### src/design/pfi_ram.sv
`timescale 1ns / 1ps
// ---------------------------------------------------------------------------
// pfi_ram
// Simple dual-port RAM, one write and one registered read port.
// ---------------------------------------------------------------------------
module pfi_ram #(
    parameter int WIDTH = 32,
    parameter int DEPTH = 16
) (
    input  logic                     clk,
    input  logic                     we,
    input  logic [$clog2(DEPTH)-1:0] waddr,
    input  logic [WIDTH-1:0]         wdata,
    input  logic                     re,
    input  logic [$clog2(DEPTH)-1:0] raddr,
    output logic [WIDTH-1:0]         rdata
);

    logic [WIDTH-1:0] mem [DEPTH];
    logic [WIDTH-1:0] rdata_reg;

    always_ff @(posedge clk)
    begin
        if (we)
        begin
            mem[waddr] <= wdata;
        end
        if (re)
        begin
            rdata_reg <= mem[raddr];
        end
    end

    assign rdata = rdata_reg;

endmodule

### config.mk
export PLATFORM = sky130hd
export DESIGN_NAME = pfi_ram
export DESIGN_NICKNAME = d
export VERILOG_FILES = /design/src/design/pfi_ram.sv
export SDC_FILE = /design/constraint.sdc
export NUM_CORES = 1
export LEC_CHECK = 0
export BUFFER_PORTS_ARGS = -buffer_cell sky130_fd_sc_hd__buf_2
export CAP_MARGIN = 25
export CORE_ASPECT_RATIO = 0.7
export CORE_MARGIN = 4
export CORE_UTILIZATION = 55
export CTS_CLUSTER_DIAMETER = 40
export DETAILED_ROUTE_END_ITERATION = 8
export MAX_ROUTING_LAYER = met4
export PLACE_DENSITY = 0.71
export SYNTH_ARGS = -nofsm -noshare
export SYNTH_HDL_FRONTEND = slang
export SYNTH_SLANG_ARGS = --single-unit
### constraint.sdc
create_clock -name clk -period 4.1 [get_ports clk]
set_input_delay 0.205 -clock clk [delete_from_list [all_inputs] [get_ports clk]]
set_output_delay 0.205 -clock clk [all_outputs]
set_load 0.005 [all_outputs]
==> flow_summary.json <==
{
  "synthCells": 838,
  "critical-path-max-stage-delay_ps": 570,
  "wl_per_cell_um": 28.0,
  "synthesized_cell_area_um2": 20200,
  "chipWidth_um": 237,
  "antenna_violating_nets_post_route": 0,
  "grt_pass1_wl_mm": 62.0,
  "global_route_layer_with_the_greatest_usage": "met2",
  "unrepaired_setup_endpoints_after_global_routing": "no",
  "endpoint_kind": "flip-flop",
  "cts_made_buffers": 50,
  "core_um2": 36100,
  "drc": 0,
  "timing.setup.critical_path_class": "in -> reg",
  "io_buffers": 74,
  "power.ir.vdd_worst_mv": 0.549,
  "detailed_place_hpwl_mm": 20.7,
  "site_rows": 58,
  "boundaryPins": 75,
  "cp_num_cells": 5,
  "postSynthAreaPerCell_um2": 24.1,
  "holdCritPathClass": "in -> reg",
  "routabilityCongestion": 0.704,
  "cts_buffer_depth": 3,
  "slew_viol_final": 0,
  "post_cts.resized_instances": 0,
  "global_route.overflow_total": 0,
  "design_area_um2": 23100,
  "final_hold_viol_count": 0,
  "die_height_um": 168,
  "crit_chain": "clkbuf_8 > buf_4 > mux4_2 > a22oi_1 > nand2_1",
  "startpoint_type": "primary input",
  "power_per_cell_area_nw_per_um2": 497,
  "p_leak_nw": 7.39,
  "drive_above_1_share_pct": 32.3,
  "final.fill_count": 2322,
  "critical_path_peak_fanout": 50,
  "timing.critical_path.buf_inv": 2,
  "cp_data_required_time_ps": 4400,
  "relative_slew_slack_pct": 30.9,
  "r2r_cell_count": 3,
  "viasPerCell": 6.15,
  "postPlaceCellArea_um2": 21300,
  "setup_tns_ps": 0,
  "flip_flop_count_of_the_largest_register_all_copies_and_words_added": 512,
  "fin_nets": 1004,
  "p_total_mw": 11.5,
  "clkTransAtPathRegs_ps": 70,
  "register_bit_total_from_synthesis": 544,
  "cts_h_tree_depth": 2,
  "via_count": 9117,
  "clock_tree.root_cell": "sky130_fd_sc_hd__clkbuf_16",
  "grt_util_all_layers_pct": 21.7,
  "cp_top_family": "buffers and inverters",
  "detail_route.iter0.violations": 988,
  "insertion_delay_ps": 560,
  "maxCapViolations": 0,
  "setup_viol_count_final": 0,
  "cp.arrival_ps": 2090,
  "globalRouteMet2Util_pct": 33.2,
  "worst_clock_skew_ps": 16.0,
  "floorplan.die_area_um2": 39900,
  "initial_utilization_pct": 55.9,
  "final_min_period_over_clock_period_pct": 43.7,
  "grt_antenna_before_repair": 1,
  "grt.met3_usage_pct": 3.49,
  "tightestPinTransition_ps": 1030,
  "syn_nets": 881,
  "cts.sinks": 544,
  "slowest_stage": "sky130_fd_sc_hd__mux4_2",
  "ys_warn_count": 0,
  "min_path_cells": 1,
  "layout-area-overhead-vs-synth_pct": 14.5,
  "largest_net_degree_at_the_start_of_global_routing": 62,
  "clock_tree_from_tritoncts": "built",
  "vias_in_the_first_global_route": 9374,
  "number_of_iterations_in_the_first_detailed_routing_pass": 5,
  "met1_usage_pct": 32.3,
  "run_status": "finished clean",
  "fmax_mhz": 558,
  "post_synthesis_cell_type_count": 17,
  "wl_mm": 41.6,
  "timing.final.crit_period_ps": 1790,
  "post_synthesis_sequential_area_ratio_pct": 81.0
}
[area by class of cell]
class                   instances  area, um2  share of cell area (%)
diodes                          1       2.50                  0.0108
clock inverters                37        349                    1.51
multi-input cells             251       3750                    16.2
well taps                     480        601                    2.60
clock buffers                  55       1290                    5.59
flip-flops and latches        544      16300                    70.7
repair buffers                114        769                    3.33
[cells by family after synthesis]
| family | count (synthesis) | synth area share (%) |
|---|---|---|
| AOI/OAI and AO/OA | 64 | 2.38 |
| buffers and inverters | 43 | 1.10 |
| DFF | 544 | 81.0 |
| muxes | 128 | 14.3 |
| and+or+nand+nor | 59 | 1.25 |
[timing repair]
item / CTS / global route
setup endpoints to repair: 0 / 0
hold endpoints to repair: 112 / 0
buffers inserted: 0 / 0
hold buffers: 12 / 0
[synthesized netlist by cell type]
cell type	number	area share, %
sky130_fd_sc_hd__a22oi_1	64	2.4
sky130_fd_sc_hd__or3b_2	1	0.043
sky130_fd_sc_hd__and2_1	1	0.031
sky130_fd_sc_hd__nor3_1	4	0.099
sky130_fd_sc_hd__mux4_2	128	14
sky130_fd_sc_hd__buf_4	11	0.41
sky130_fd_sc_hd__nor2_1	13	0.24
sky130_fd_sc_hd__nand2_1	33	0.61
sky130_fd_sc_hd__buf_2	4	0.099
sky130_fd_sc_hd__nand2b_1	2	0.062
sky130_fd_sc_hd__edfxtp_1	544	81
sky130_fd_sc_hd__buf_6	2	0.11
sky130_fd_sc_hd__buf_1	9	0.17
sky130_fd_sc_hd__nand3_1	1	0.025
sky130_fd_sc_hd__nor2b_1	2	0.062
sky130_fd_sc_hd__clkbuf_1	17	0.32
sky130_fd_sc_hd__nand3b_1	2	0.074
[where the power goes]
part	leakage, nW	total, mW	switching (mW)	internal [mW]
registers	4.94	6.30	0.0351	6.26
clock network	0.799	4.63	1.97	2.66
logic	1.64	0.536	0.312	0.224
total	7.39	11.5	2.32	9.15
[per-layer routing]
metal  vias to the layer above  wire [um]  share of wire [%]
met5                         -          0                  0
met4                         0        606                1.5
met3                        52       3120                7.5
met2                       366      20000                 48
met1                      4843      17900                 43
li1                       3856          -                  -
[worst register-to-register path: cells and delay by family (launching register included)]
kind            cells  cell delay, ps
flops               1             380
compound gates      1             280
simple gates        1              90
mux                 1             460
[cell usage in the layout, fill, tap and decap left out, types with 6 or more instances in the layout]
| master | synthesis | final |
|---|---|---|
| sky130_fd_sc_hd__clkinv_1 | 0 | 16 |
| sky130_fd_sc_hd__clkbuf_16 | 0 | 51 |
| sky130_fd_sc_hd__nor2_4 | 0 | 13 |
| sky130_fd_sc_hd__dlygate4sd3_1 | 0 | 12 |
| sky130_fd_sc_hd__edfxtp_1 | 544 | 544 |
| sky130_fd_sc_hd__a22oi_1 | 64 | 64 |
| sky130_fd_sc_hd__mux4_2 | 128 | 128 |
| sky130_fd_sc_hd__buf_4 | 11 | 25 |
| sky130_fd_sc_hd__clkinv_2 | 0 | 6 |
| sky130_fd_sc_hd__buf_2 | 4 | 72 |
| sky130_fd_sc_hd__bufinv_16 | 0 | 6 |
| sky130_fd_sc_hd__nand2_1 | 33 | 33 |
[worst paths after layout]
kind                                      startpoint                    to  slack [ps]
worst max-delay path                        raddr[0]    rdata[3]$_DFFE_PP_        2310
worst min-delay path                       wdata[12]  mem[1][12]$_DFFE_PP_          20
worst max register to register   mem[2][0]$_DFFE_PP_    rdata[0]$_DFFE_PP_        2640
worst min register to register  mem[14][8]$_DFFE_PP_    rdata[8]$_DFFE_PP_         750
[through the flow]
step | setup slack (ps) | hold WS (ps) | cells | util, %
after floorplan | 715 | 304 | 838 | -
after CTS | 2280 | 0.349 | 1480 | 64.0
after detailed placement | 1680 | 590 | 1376 | 59.1
final | 2310 | 23.9 | 1482 | 64.0
after global placement | 1690 | 581 | 1375 | 59.0
after global routing | 2120 | 4.97 | 1482 | 64.0
(Power assumes the default switching activity.)
